<file path="src/rtl/id3_pkg.sv">
// Shared types and constants of the ID3v2 frame text extractor.
// Holds the parse phase encoding, field widths and the result record.
// No dependencies.
`timescale 1ns / 1ps

package id3_pkg;

    localparam int unsigned BYTE_W   = 8;
    localparam int unsigned SIZE_W   = 28;
    localparam int unsigned ID_W     = 32;
    localparam int unsigned POS_W    = 4;
    localparam int unsigned SS_W     = 7;

    // Header byte positions.
    localparam logic [POS_W-1:0] TAG_SIZE_POS  = 4'd6;
    localparam logic [POS_W-1:0] HDR_LAST_POS  = 4'd9;
    localparam logic [POS_W-1:0] ID_END_POS    = 4'd4;
    localparam logic [POS_W-1:0] SIZE_END_POS  = 4'd8;

    // Default wanted frame ID: "TPE1".
    localparam logic [ID_W-1:0] TARGET_RESET = 32'h5450_4531;

    typedef enum logic [4:0] {
        PH_TAG_HDR   = 5'b00001,
        PH_FRAME_HDR = 5'b00010,
        PH_ENCODING  = 5'b00100,
        PH_CONTENT   = 5'b01000,
        PH_DONE      = 5'b10000
    } t_phase;

    typedef struct packed {
        logic              valid;
        logic [BYTE_W-1:0] info_byte;
        logic [BYTE_W-1:0] text_encoding;
        logic              last_byte;
    } t_result;

endpackage

</file>
<file path="src/rtl/id3_parse_core.sv">
// Parse state and per-byte next-state logic of the ID3v2 frame walk.
// Produces at most one content byte result per transferred input byte.
// Depends on id3_pkg.
`timescale 1ns / 1ps

module id3_parse_core (
    input  logic                               i_clk,
    input  logic                               i_rst_n,
    input  logic                               i_take,
    input  logic [id3_pkg::BYTE_W-1:0]         i_data_byte,
    input  logic                               i_start_of_file,
    input  logic [id3_pkg::ID_W-1:0]           i_target_id,
    output id3_pkg::t_result                   o_result
);

    id3_pkg::t_phase                   r_phase,     n_phase,     e_phase;
    logic [id3_pkg::POS_W-1:0]         r_pos,       n_pos,       e_pos;
    logic [id3_pkg::SIZE_W-1:0]        r_tag_left,  n_tag_left,  e_tag_left;
    logic [id3_pkg::SIZE_W-1:0]        r_frm_left,  n_frm_left,  e_frm_left;
    logic [id3_pkg::ID_W-1:0]          r_id_shift,  n_id_shift,  e_id_shift;
    logic                              r_found,     n_found,     e_found;
    logic                              r_matches,   n_matches,   e_matches;
    logic [id3_pkg::BYTE_W-1:0]        r_encoding,  n_encoding,  e_encoding;

    logic [id3_pkg::SIZE_W-1:0]        tag_dec;
    logic [id3_pkg::SIZE_W-1:0]        frm_dec;
    logic [id3_pkg::SIZE_W-1:0]        frm_shift;
    logic                              walk_byte;

    // A start mark restarts the parse with this byte as header byte 0.
    always_comb begin
        if (i_start_of_file) begin
            e_phase    = id3_pkg::PH_TAG_HDR;
            e_pos      = '0;
            e_tag_left = '0;
            e_frm_left = '0;
            e_id_shift = '0;
            e_found    = 1'b0;
            e_matches  = 1'b0;
            e_encoding = '0;
        end else begin
            e_phase    = r_phase;
            e_pos      = r_pos;
            e_tag_left = r_tag_left;
            e_frm_left = r_frm_left;
            e_id_shift = r_id_shift;
            e_found    = r_found;
            e_matches  = r_matches;
            e_encoding = r_encoding;
        end
    end

    assign tag_dec   = e_tag_left - id3_pkg::SIZE_W'(1);
    assign frm_dec   = e_frm_left - id3_pkg::SIZE_W'(1);
    assign frm_shift = {e_frm_left[id3_pkg::SIZE_W-id3_pkg::SS_W-1:0],
                        i_data_byte[id3_pkg::SS_W-1:0]};

    always_comb begin
        n_phase    = r_phase;
        n_pos      = r_pos;
        n_tag_left = r_tag_left;
        n_frm_left = r_frm_left;
        n_id_shift = r_id_shift;
        n_found    = r_found;
        n_matches  = r_matches;
        n_encoding = r_encoding;
        o_result   = '0;
        walk_byte  = 1'b0;
        if (i_take) begin
            n_phase    = e_phase;
            n_pos      = e_pos;
            n_tag_left = e_tag_left;
            n_frm_left = e_frm_left;
            n_id_shift = e_id_shift;
            n_found    = e_found;
            n_matches  = e_matches;
            n_encoding = e_encoding;
            unique case (e_phase)
                id3_pkg::PH_TAG_HDR: begin
                    if (e_pos >= id3_pkg::TAG_SIZE_POS) begin
                        n_tag_left = {e_tag_left[id3_pkg::SIZE_W-id3_pkg::SS_W-1:0],
                                      i_data_byte[id3_pkg::SS_W-1:0]};
                    end
                    if (e_pos >= id3_pkg::HDR_LAST_POS) begin
                        n_pos   = '0;
                        n_phase = (n_tag_left == '0) ? id3_pkg::PH_DONE
                                                     : id3_pkg::PH_FRAME_HDR;
                    end else begin
                        n_pos = e_pos + id3_pkg::POS_W'(1);
                    end
                end
                id3_pkg::PH_FRAME_HDR: begin
                    // Zero first ID byte is padding: stop the walk.
                    if (e_pos == '0 && i_data_byte == '0) begin
                        n_phase = id3_pkg::PH_DONE;
                    end else begin
                        walk_byte = 1'b1;
                        if (e_pos < id3_pkg::ID_END_POS) begin
                            n_id_shift = {e_id_shift[id3_pkg::ID_W-id3_pkg::BYTE_W-1:0],
                                          i_data_byte};
                        end else if (e_pos < id3_pkg::SIZE_END_POS) begin
                            n_frm_left = frm_shift;
                        end
                        if (e_pos >= id3_pkg::HDR_LAST_POS) begin
                            n_pos     = '0;
                            n_matches = !e_found && (e_id_shift == i_target_id);
                            n_found   = e_found || n_matches;
                            n_phase   = (e_frm_left == '0) ? id3_pkg::PH_FRAME_HDR
                                                           : id3_pkg::PH_ENCODING;
                        end else begin
                            n_pos = e_pos + id3_pkg::POS_W'(1);
                        end
                    end
                end
                id3_pkg::PH_ENCODING: begin
                    walk_byte  = 1'b1;
                    n_encoding = i_data_byte;
                    n_frm_left = frm_dec;
                    n_phase    = (frm_dec == '0) ? id3_pkg::PH_FRAME_HDR
                                                 : id3_pkg::PH_CONTENT;
                end
                id3_pkg::PH_CONTENT: begin
                    walk_byte  = 1'b1;
                    n_frm_left = frm_dec;
                    if (e_matches) begin
                        o_result.valid         = 1'b1;
                        o_result.info_byte     = i_data_byte;
                        o_result.text_encoding = e_encoding;
                        o_result.last_byte     = (frm_dec == '0) ||
                                                 (e_tag_left == id3_pkg::SIZE_W'(1));
                    end
                    if (frm_dec == '0) begin
                        n_phase = id3_pkg::PH_FRAME_HDR;
                    end
                end
                default: begin
                    // Done: drop every byte until the next start mark.
                end
            endcase
            // Each byte of the frame walk consumes one tag byte.
            if (walk_byte) begin
                n_tag_left = tag_dec;
                if (tag_dec == '0) begin
                    n_phase = id3_pkg::PH_DONE;
                end
            end
        end
    end

    always_ff @(posedge i_clk) begin
        if (!i_rst_n) begin
            r_phase    <= id3_pkg::PH_TAG_HDR;
            r_pos      <= '0;
            r_tag_left <= '0;
            r_frm_left <= '0;
            r_id_shift <= '0;
            r_found    <= 1'b0;
            r_matches  <= 1'b0;
            r_encoding <= '0;
        end else begin
            r_phase    <= n_phase;
            r_pos      <= n_pos;
            r_tag_left <= n_tag_left;
            r_frm_left <= n_frm_left;
            r_id_shift <= n_id_shift;
            r_found    <= n_found;
            r_matches  <= n_matches;
            r_encoding <= n_encoding;
        end
    end

endmodule

</file>
<file path="src/rtl/id3_out_reg.sv">
// Result register of the ID3v2 frame text extractor.
// Holds one result until the receiver takes it. Depends on id3_pkg.
`timescale 1ns / 1ps

module id3_out_reg (
    input  logic                          i_clk,
    input  logic                          i_rst_n,
    input  logic                          i_load,
    input  id3_pkg::t_result              i_result,
    input  logic                          i_out_ready,
    output logic                          o_space,
    output logic                          o_out_valid,
    output logic [id3_pkg::BYTE_W-1:0]    o_info_byte,
    output logic [id3_pkg::BYTE_W-1:0]    o_text_encoding,
    output logic                          o_last_byte
);

    logic                       r_valid, n_valid;
    logic [id3_pkg::BYTE_W-1:0] r_info;
    logic [id3_pkg::BYTE_W-1:0] r_enc;
    logic                       r_last;

    // Room when empty or when the held result leaves this cycle.
    assign o_space = !r_valid || i_out_ready;

    always_comb begin
        n_valid = r_valid;
        if (i_load && i_result.valid) begin
            n_valid = 1'b1;
        end else if (i_out_ready) begin
            n_valid = 1'b0;
        end
    end

    always_ff @(posedge i_clk) begin
        if (!i_rst_n) begin
            r_valid <= 1'b0;
        end else begin
            r_valid <= n_valid;
        end
    end

    always_ff @(posedge i_clk) begin
        if (i_load && i_result.valid) begin
            r_info <= i_result.info_byte;
            r_enc  <= i_result.text_encoding;
            r_last <= i_result.last_byte;
        end
    end

    assign o_out_valid     = r_valid;
    assign o_info_byte     = r_info;
    assign o_text_encoding = r_enc;
    assign o_last_byte     = r_last;

endmodule

</file>
<file path="src/rtl/id3v2_frame_text_extractor.sv">
// ID3v2 frame text extractor top level: ID register, parser, result register.
// Depends on id3_pkg, id3_parse_core and id3_out_reg.
//
// Usage:
//   Input channel (i_in_valid / o_in_ready) carries one tag byte per transfer
//   with i_start_of_file marking the first byte of a new file. The parser
//   skips the 10-byte tag header, walks frame headers and emits every content
//   byte of the first frame whose ID equals the ID register.
//   Output channel (o_out_valid / i_out_ready) carries the content byte, the
//   frame's encoding byte and a last mark on the frame's final content byte.
//   The ID register is written through i_cfg_we / i_cfg_data; write it only
//   while no transfer is in flight.
// Result: registered; a result appears in the cycle after its input byte is transferred.
// Throughput: one byte per cycle unless stalled; the per-byte update is one
//   level of counters and compares between parse state and the result register.
// Reset: synchronous, active low; the parse restarts at tag header byte 0,
//   the result register empties and the ID register returns to "TPE1".
// Stall: while a result waits and i_out_ready is low, o_in_ready drops;
//   bytes that produce no result still need the result register free.
`timescale 1ns / 1ps

module id3v2_frame_text_extractor (
    input  logic                          i_clk,
    input  logic                          i_rst_n,
    input  logic                          i_cfg_we,
    input  logic [id3_pkg::ID_W-1:0]      i_cfg_data,
    input  logic                          i_in_valid,
    output logic                          o_in_ready,
    input  logic [id3_pkg::BYTE_W-1:0]    i_data_byte,
    input  logic                          i_start_of_file,
    output logic                          o_out_valid,
    input  logic                          i_out_ready,
    output logic [id3_pkg::BYTE_W-1:0]    o_info_byte,
    output logic [id3_pkg::BYTE_W-1:0]    o_text_encoding,
    output logic                          o_last_byte
);

    logic [id3_pkg::ID_W-1:0] r_target_id;
    logic                     take;
    logic                     space;
    id3_pkg::t_result         result;

    always_ff @(posedge i_clk) begin
        if (!i_rst_n) begin
            r_target_id <= id3_pkg::TARGET_RESET;
        end else if (i_cfg_we) begin
            r_target_id <= i_cfg_data;
        end
    end

    assign o_in_ready = space;
    assign take       = i_in_valid && space;

    id3_parse_core u_core (
        .i_clk           (i_clk),
        .i_rst_n         (i_rst_n),
        .i_take          (take),
        .i_data_byte     (i_data_byte),
        .i_start_of_file (i_start_of_file),
        .i_target_id     (r_target_id),
        .o_result        (result)
    );

    id3_out_reg u_out (
        .i_clk           (i_clk),
        .i_rst_n         (i_rst_n),
        .i_load          (take),
        .i_result        (result),
        .i_out_ready     (i_out_ready),
        .o_space         (space),
        .o_out_valid     (o_out_valid),
        .o_info_byte     (o_info_byte),
        .o_text_encoding (o_text_encoding),
        .o_last_byte     (o_last_byte)
    );

    // Reset leaves no result pending.
    a_reset_empty: assert property (@(posedge i_clk)
        !i_rst_n |=> !o_out_valid)
        else $error("result pending after reset");

    // A waiting result blocks new input bytes.
    a_stall_blocks: assert property (@(posedge i_clk) disable iff (!i_rst_n)
        (o_out_valid && !i_out_ready) |-> !o_in_ready)
        else $error("input taken while result stalled");

    // A start-of-file byte is a tag header byte and yields no result.
    a_sof_no_result: assert property (@(posedge i_clk) disable iff (!i_rst_n)
        (i_in_valid && o_in_ready && i_start_of_file && i_out_ready)
        |=> !o_out_valid)
        else $error("result produced for a start-of-file byte");

endmodule

</file>
<file path="config.mk">
export PLATFORM = sky130hd
export DESIGN_NAME = id3v2_frame_text_extractor
export DESIGN_NICKNAME = d
export VERILOG_FILES = /design/src/rtl/id3_pkg.sv /design/src/rtl/id3_parse_core.sv /design/src/rtl/id3_out_reg.sv /design/src/rtl/id3v2_frame_text_extractor.sv
export SDC_FILE = /design/constraint.sdc
export NUM_CORES = 1
export LEC_CHECK = 0
export BUFFER_PORTS_ARGS = -buffer_cell sky130_fd_sc_hd__buf_2
export CELL_PAD_IN_SITES_DETAIL_PLACEMENT = 1
export CELL_PAD_IN_SITES_GLOBAL_PLACEMENT = 1
export CORE_UTILIZATION = 25
export DETAILED_ROUTE_END_ITERATION = 8
export GPL_TIMING_DRIVEN = 0
export PLACE_DENSITY = 0.48
export SYNTH_ARGS = -nofsm -noshare
export SYNTH_HDL_FRONTEND = slang
export SYNTH_SLANG_ARGS = --single-unit
export TNS_END_PERCENT = 50
</file>
<file path="constraint.sdc">
create_clock -name i_clk -period 3.2 [get_ports i_clk]
set_input_delay 0.48 -clock i_clk [delete_from_list [all_inputs] [get_ports i_clk]]
set_output_delay 0.48 -clock i_clk [all_outputs]
set_load 0.01 [all_outputs]
</file>
* Yosys cells after proc, flatten, opt, wreduce, memory -nomap -nowiden
Cells that the tools add are included.
** Word-level totals
- Word-level logic and storage cells :: 92
- Register bits after elaboration :: 157
- Bits of input ports :: 46
- Output and inout port bits :: 19
** Operators by class
- Add/subtract/negate cells :: 3
- Mux-type cells :: 48
- Reduce and logical (&&, ||, !) cells :: 18
- Order comparisons :: 4
- Equal/unequal tests :: 6
** Operators by type and width (number)
- 2-to-1 mux 28 bit :: 10
- 2-to-1 mux 32 bit :: 4
- zero test 28 bit :: 4
- case mux 28 bit (2 select lines) :: 1
- subtractor 28 x 1 -> 28 bit (second input constant) :: 2
- 2-to-1 mux 18 bit :: 3
- 2-to-1 mux 5 bit :: 8
- == test 32 bit :: 1
- == test 28 x 1 -> 1 bit (second input constant) :: 1
- case mux 5 bit (4 select lines) :: 1
- 2-to-1 mux 4 bit :: 4
- 2-to-1 mux 8 bit :: 2
- 2-to-1 mux 1 bit :: 12
- zero test 8 bit :: 1
- case mux 4 bit (2 select lines) :: 1
- == test 5 x 1 -> 1 bit (second input constant) :: 1
- == test 5 x 2 -> 1 bit (second input constant) :: 1
- == test 5 x 3 -> 1 bit (second input constant) :: 1
- == test 5 x 4 -> 1 bit (second input constant) :: 1
- adder 4 x 1 -> 4 bit (second input constant) :: 1
- greater-or-equal comparator 4 x 3 -> 1 bit (second input constant) :: 1
- greater-or-equal comparator 4 bit (second input constant) :: 1
- logical AND 1 bit :: 4
- zero test 4 bit :: 1
- other kinds (9) :: 12

* Depth between registers and ports, before layout
Gate-level depths: netlist (run 1).
- Depth after elaboration :: 11
- Gate-level depth with buffers :: 16
- Mapped depth without buffers :: 11

* Hierarchy
Synthesis (run 1) repeated with hierarchy kept, for this count alone.
** Unflattened totals
- Cells, all modules :: 1213
- Area, all modules :: 9540.4 um2
** Modules (own cells, without submodules)
- id3_parse_core :: area each 7763.7 um2, cells each 1087, instances 1, seq. area each 2142.1 um2
- id3v2_frame_text_extractor :: area each 1213.7 um2, cells each 104, instances 1, seq. area each 640.6 um2
- id3_out_reg :: area each 563.0 um2, cells each 22, instances 1, seq. area each 530.5 um2

* Least setup slack after synthesis (run 1)
No wires, ideal clock.
- Path kind :: in2reg
- Start point :: in i_start_of_file
- End point :: reg u_core.r_phase[1]
- Path slack :: -86 ps
- Data arrival time :: 3212 ps
- Required time :: 3126 ps
- Buffers on the path :: 5
- Cell stages on the path :: 15
- Cells stage by stage :: buf_2 inv_2 clkbuf_1 clkbuf_1 nand2_1 ha_1 clkbuf_1 clkbuf_1 a2111oi_0 o21ba_2 nand4_1 nor4_1 nand4_1 or3_1 a31oi_1
** Between the ends
- Cells in the longest elaborated chain, start to end :: 11
** RTL lines
- start: declaration :: line id3v2_frame_text_extractor.sv:30 : input logic i_start_of_file,
- parallel branches: the longest is 10 deep, another holds subtractor 28 x 1 -> 28 bit
- 2-to-1 mux 5 bit (*) :: line id3_parse_core.sv:141 : if (walk_byte) begin
- end signal: assignment :: line id3_parse_core.sv:152 : r_phase <= id3_pkg::PH_TAG_HDR;
- end signal: assignment :: line id3_parse_core.sv:161 : r_phase <= n_phase;
- end: declaration :: line id3_parse_core.sv:16 : id3_pkg::t_phase r_phase, n_phase, e_phase;
Mark *: on every way between the ends. The select of a mux whose other input is x is not followed.
A chain may end at the register's enable or synchronous reset.

* Worst setup path after layout (run 1)
- Start point :: in i_start_of_file
- End point :: reg u_core.r_tag_left[10] (netlist bit)
** Between the ends
- Cells in the longest elaborated chain, start to end :: 7
** RTL lines
- parallel branches: the longest is 6 deep, another holds subtractor 28 x 1 -> 28 bit
- 2-to-1 mux 28 bit (*) :: line id3_parse_core.sv:141
- end signal: assignment :: line id3_parse_core.sv:163 : r_tag_left <= n_tag_left;
- end: declaration :: line id3_parse_core.sv:18 : logic [id3_pkg::SIZE_W-1:0] r_tag_left, n_tag_left, e_tag_left;
Marks and branches as above.

==> results of run 1 <==
-- state kept, by name, summed over array words and instances, names as in the netlist, 4 cells and up --
name                   flops
u_core.r_id_shift         32
u_core.r_pos               4
u_out.o_text_encoding      8
u_out.o_info_byte          8
u_core.r_frm_left         28
u_core.r_tag_left         28
r_target_id               32
u_core.r_phase             5
u_core.r_encoding          8
-- routing by layer --
metal / global-route usage (%) / routed length [um] / vias to the layer above
met5: 0 / 0 / -
met4: 6.90 / 1080 / 0
met3: 3.40 / 1820 / 50
met2: 40.0 / 23300 / 235
met1: 31.6 / 22200 / 5353
li1: - / - / 4839
-- cell type report --
class | instances | area (um^2)
antenna | 2 | 5.00
timing repair buffer | 74 | 400
tap | 518 | 648
clock inverter | 14 | 133
sequential | 157 | 3310
clock buffer | 18 | 429
buffer | 107 | 588
multi-input combinational | 968 | 6310
fill | 4648 | 27100
inverter | 21 | 86.3
-- power groups by stage --
stage / Sequential, uW / Clock [uW] / Combinational [uW]
3_3_place_gp: 2130 / 0 / 762
6_report: 2090 / 2060 / 820
5_1_grt: 2100 / 2200 / 877
3_5_place_dp: 2130 / 0 / 762
4_1_cts: 2090 / 2120 / 790
2_1_floorplan: 2110 / 0 / 466
-- worst max path at each step --
stage	startpoint	to	slack [ns]	depth (start not counted)
after detailed placement	i_start_of_file	u_out.o_last_byte$_SDFFCE_PN0P_	-2.13	10
after global placement	i_start_of_file	u_out.o_last_byte$_SDFFCE_PN0P_	-2.18	10
after CTS	u_core.r_tag_left[9]$_SDFFE_PN0P_	u_core.r_phase[3]$_SDFFE_PN0P_	0.007	11
after global routing	i_start_of_file	u_core.r_phase[1]$_SDFFE_PN0P_	-0.05	17
after floorplan	i_start_of_file	u_core.r_phase[1]$_SDFFE_PN0P_	0.03	14
final	i_start_of_file	u_core.r_tag_left[10]$_SDFFE_PN0P_	0.05	14
-- logic make-up (layout without fill, tap and decap cells) --
logic type               Yosys count  after routing  synth area share [%]
other                              0              2                     0
adder cells (fa/ha/maj)            8              8                  1.00
XOR/XNOR                          27             27                  2.37
flip-flops                       157            157                  33.2
AND/OR/NAND/NOR                  517            517                  28.3
buffers and inverters            131            234                  5.22
AO/OA/AOI/OAI                    368            368                  25.0
multiplexers                      48             48                  4.85
-- worst max-delay path: cells and delay by family --
family | cells | cell delay (ns)
buffers and inverters | 7 | 1.39
AO/OA/AOI/OAI | 3 | 0.79
AND/OR/NAND/NOR | 3 | 0.58
adder cells (fa/ha/maj) | 1 | 0.22
-- synthesized netlist by cell type (12+ instances only) --
master	instances
dfxtp_1	140
nand2_1	114
nor2_1	95
nor2b_1	92
clkbuf_1	87
o21ai_0	83
a21oi_1	60
a22oi_1	57
mux2i_1	46
nor3_1	39
a31oi_1	28
and2_1	27
nand3_1	25
xnor2_1	22
nor4_1	21
inv_1	20
nand4_1	20
edfxtp_1	17
o211a_1	15
o32ai_1	14
a21boi_0	13
buf_1	12
nand2b_1	12
o221ai_1	12
-- metrics by stage --
stage / utilization [%] / hold slack (ns) / cell area [um^2] / total power, uW
global route: 30.5 / 0.227 / 11900 / 5180
detailed placement: 28.0 / 0.477 / 10900 / 2890
finish: 30.5 / 0.246 / 11900 / 4970
floorplan: - / 0.449 / 9970 / 2570
global placement: 28.0 / 0.471 / 10900 / 2890
CTS: 30.1 / 0.227 / 11800 / 5000
-- what timing repair did --
action,CTS,global route
pin swaps,7,7
resized for setup,70,33
endpoints found under the setup margin,99,45
buffers inserted,6,6
hold buffers,0,0
gates cloned,0,0
==> run metrics, run 1 <==
critical path arrival 3.49 ns; IO Count 65; Core Footprint 0.0390 mm^2; Layout Skew approximately 0.0096 ns; Rows 72; Initial DRC Count ~770; via/cell ratio 5.58; worst-skew pair later-pin latency 0.45 ns; Max Slew Vio Count 0; die area 0.0407 mm^2; number of synthesized flops with an enable pin 17; Fin. Hold Viols 0; clock share of power 41.4%; asr flop ratio synth 0%; Initial Util 25.5%; PD cells 417 mW/mm^2; P&R area growth vs syn 19.5%; clock tree sinks 157; Hold Crit Start i_cfg_data[20]; share of cells above drive strength 1 14.3%; routability cong. 0.902; CTS root buf clkbuf_16; count of input and output buffers 62; post-route minimum period 3.15 ns; RR Endpoint u_core.r_tag_left[10]$_SDFFE_PN0P_; gr usage total a little under a quarter; mean routed wirelength per cell 25.8 um; Leak 0.00422 uW; CTS tree built; htree depth 4; Yosys top cell by area dfxtp_1; count of final setup violators 0; DRT Wirelength 48400 um; Seq pwr share 42.1%; fmax 0.317 GHz; CTS buffer count 17; largest net degree at the start of global routing 27; Netlist cell types 80; critical path type primary input to flop; antenna-violating nets left 0; combinational share of power 16.5%; Ys Warns 0; RSZ-0062 raised after global routing true; vias in the first global route 10500; Netlist Area Pre-Place 0.00997 mm^2; status finished clean; Max VDD drop 0.000341 V; Worst Tran Pin Value 1.28 ns; Mean Syn Cell Area between 7 and 8 um^2; r2r setup slk 0.09 ns; ranking of synthesized cells by area dfxtp_1, nor2b_1, edfxtp_1, mux2i_1, a22oi_1; Final Non-Filler Cells 1879; Max Cap Violations 0; register bit total from synthesis 157; Internal 3400 uW; most frequent cells in the layout dfxtp_1, nand2_1, nor2b_1, nor2_1, o21ai_0; total number of vias around 10000; Die H roughly 200 um; Worst Hold Depth 3; Reg2Reg Depth 9; initial antenna violation count 2; commonest non-fill, non-tap cell in the layout dfxtp_1; crit path capture type flop; first-pass GRT wire length between 70000 and 80000 um; top-area cell type share of the netlist area between 20% and 30%; Sw Share a little under a third; clock transition at the registers of the reported paths 0.07 ns; syn nets 1310; Final #Nets 1400; synthesized instance count 1256; start of the worst register-to-register path u_core.r_pos[2]$_SDFFE_PN0P_; worst hold path class primary input to flop; Critical Path Max Stage Delay 0.46 ns; ys flop type dfxtp_1; clk buf depth 2; Fin Setup TNS 0 ns; Chip Width 202 um; sink of the worst hold path r_target_id[20]$_SDFFE_PN1P_; CP Launch Type primary input; CP max FO 10; Max transition margin 13.7%; CP Cell Sequence buf_2, buf_12, inv_8, clkbuf_16, clkbuf_16, nand2_1, ha_1, nor2b_1, o2111a_1, o21ai_2, clkbuf_2, buf_2, a221oi_1, nor3b_1; Final HPWL DP 34500 um; first-pass iteration count of the detailed router 5; Worst Path Required 3.54 ns; Placed Cells 1836; DRC Markers 0; Sw Pwr between 1500 and 2000 uW; CP max-delay cell o21ai_2; register area share after synthesis 33.2%; final worst setup slack 0.0472 ns; DP Worst Slack -2.13 ns; gr ovfl total 0; final worst-path cycle share 98.5%
Power figures use the tool's default switching activity.
==> run 2: changes to the inputs <==
PLACE_DENSITY = 0.46   (was 0.48)
clock period = 3.9 ns   (was 3.2 ns; I/O delays follow)
==> run 2 against run 1 <==
Sequential cell count unchanged. First-iteration DRC count fell by 12%. Combinational power fell by 22%.
==> run metrics, run 2 (synthesis gave the netlist of run 1 again) <==
status finished clean; Hold Crit Start i_cfg_data[20]; Power, Total 4100 uW (-18%); Top Family by Delay on Critical Path buffers and inverters; htree depth 4 (unchanged); CP max-delay cell clkdlybuf4s15_2; biggest regs r_target_id (32), u_core.r_id_shift (32); via/cell ratio 5.54 (-0.70%); final worst-path cycle share slightly below 100%; Max transition margin 11.3% (-2.4 points); Sw Share 32.3% (+0.77 points); grt peak-use layer met2; die area 0.0407 mm^2 (unchanged); Leak 0.00406 uW (-3.7%); Critical Path Max Stage Delay 0.58 ns (+0.12 ns); post-route minimum period 3.77 ns; Post-CTS Hold Fix Bufs 0 (unchanged); crit path capture type flop; met3 Use GR 3.68% (+0.28 points); clock transition at the registers of the reported paths 0.07 ns (about the same); RSZ-0062 raised after global routing false; worst-skew pair later-pin latency 0.47 ns (+0.02 ns); utilization after layout 29.7% (-0.85 points); first-pass GRT wire length 72400 um (+0.98%); area post-placement 0.0109 mm^2 (about the same); clock tree sinks 157 (unchanged); mean routed wirelength per cell 26.0 um (+0.95%); P&R area growth vs syn 16.2%; antenna cells 0 (-2); Initial DRC Count 677 (-12%); Fin. Hold Viols 0 (unchanged); Chip Width 202 um (unchanged); Worst Tran Pin Value 1.32 ns (+0.0379 ns); initial antenna violation count 1 (-1); Layout Skew 0.0120 ns (+0.00242 ns); Seq pwr share 41.8% (-0.3 points); clock share of power 42.6% (+1.2 points); total number of vias 10300 (-1.2%); CP max FO 11 (+1); Worst Path Buf+Inv 7 (unchanged); CTS buffer count 17 (unchanged); met2 GRT Util 39.3% (-0.70 points); Max Cap Violations 0 (unchanged); r2r setup slk 0.34 ns (+0.25 ns); CP Launch Type primary input; Core Footprint 0.0390 mm^2 (unchanged); largest net degree at the start of global routing 27 (unchanged); Max VDD drop 0.000254 V (-26%); DRT Wirelength 48600 um (+0.41%); most frequent cells in the layout dfxtp_1, nand2_1, nor2_1; Rows 72 (unchanged); CP Cell Sequence buf_4, clkbuf_2, clkbuf_4, buf_2, buf_2, clkbuf_2, clkdlybuf4s15_2, a21oi_1, a31oi_1, a21oi_1; critical path arrival 4.09 ns (+0.60 ns); clk buf depth 2 (unchanged); share of cells above drive strength 1 10.8% (-3.5 points); fmax 0.265 GHz; routability cong. 0.849 (-5.9%); commonest non-fill, non-tap cell in the layout dfxtp_1; combinational share of power 15.6% (-0.9 points); Reg2Reg Depth 9 (unchanged); Fin Setup TNS 0 ns (unchanged); worst hold path class primary input to flop; Fin Hold WS 0.341 ns (+0.0944 ns); Final #Nets 1392 (-0.57%); Max Slew Vio Count 0 (unchanged); critical path type primary input to flop; Sw Pwr 1320 uW (-15%); Initial Util 25.5% (unchanged); CTS root buf clkbuf_16; Final HPWL DP 35000 um (+1.3%); Worst Hold Depth 3 (unchanged); gr usage total 24.2% (+0.32 points); met1 Use GR 32.4% (+0.80 points); IO Count 65 (unchanged); count of input and output buffers 62 (unchanged); Die H 202 um (unchanged); Internal 2780 uW (-18%); count of final setup violators 0 (unchanged); sink of the worst hold path r_target_id[20]$_SDFFE_PN1P_; CTS tree built; RR Endpoint u_core.r_phase[1]$_SDFFE_PN0P_; Worst Path Required 4.22 ns (+0.68 ns); DRC Markers 0 (unchanged); Post-Layout Inst Area 0.0116 mm^2 (-2.8%); PD cells 354 mW/mm^2 (-15%); start of the worst register-to-register path u_core.r_frm_left[1]$_SDFFE_PN0P_; antenna-violating nets left 0 (unchanged); first-pass iteration count of the detailed router 5 (unchanged); gr ovfl total 0 (unchanged); vias in the first global route 10700 (+1.2%)
==> run 2: what timing repair did <==
| action | in CTS | in global routing |
|---|---|---|
| pin swaps | 2 | 1 |
| setup buffers | 2 | 0 |
| cloned | 0 | 0 |
| setup endpoints to repair | 92 | 5 |
| resized for setup | 19 | 15 |
==> run 2: worst max path at each step <==
| stage | depth (start not counted) | startpoint | slack [ns] | end |
|---|---|---|---|---|
| finish | 10 | i_start_of_file | 0.13 | u_core.r_tag_left[18]$_SDFFE_PN0P_ |
| global route | 15 | i_start_of_file | 0.006 | u_core.r_phase[1]$_SDFFE_PN0P_ |
| CTS | 16 | i_start_of_file | 0.01 | u_core.r_phase[1]$_SDFFE_PN0P_ |
| detailed placement | 17 | i_start_of_file | -1.54 | u_core.r_phase[1]$_SDFFE_PN0P_ |
| global placement | 11 | i_start_of_file | -1.63 | u_core.r_tag_left[18]$_SDFFE_PN0P_ |
| floorplan | 15 | i_start_of_file | 0.51 | u_core.r_phase[1]$_SDFFE_PN0P_ |
==> run 2: through the flow <==
step / std cells / worst slack, ns
finish: 1869 / 0.131
global route: 1869 / 0.00635
CTS: 1869 / 0.0105
detailed placement: 1836 / -1.54
global placement: 1836 / -1.63
floorplan: 1256 / 0.509
==> run 2: tightest hold or removal path: stages <==
cell     delay (ns)
buf_2          0.08
mux2i_1        0.06
nand2_1        0.06
==> run 2: cell type report <==
class | instances | area (um^2)
Buffer | 109 | 485
Clock buffer | 17 | 425
Clock inverter | 15 | 151
Fill cell | 4703 | 27400
Inverter | 21 | 78.8
Multi-Input combinational cell | 968 | 6150
Sequential cell | 157 | 3310
Tap cell | 518 | 648
Timing Repair Buffer | 64 | 328
==> run 2: power by group through the flow <==
stage | combinational (uW) | sequential [uW] | clock, uW
2_1_floorplan | 382 | 1730 | 0
3_3_place_gp | 631 | 1750 | 0
3_5_place_dp | 631 | 1750 | 0
4_1_cts | 636 | 1710 | 1790
5_1_grt | 690 | 1720 | 1860
6_report | 640 | 1710 | 1750
==> run 2: layer usage <==
metal	share of wire, %	up-vias
met3	3.9	60
met4	2.9	0
met5	0	-
met1	47	5223
met2	47	237
li1	-	4828
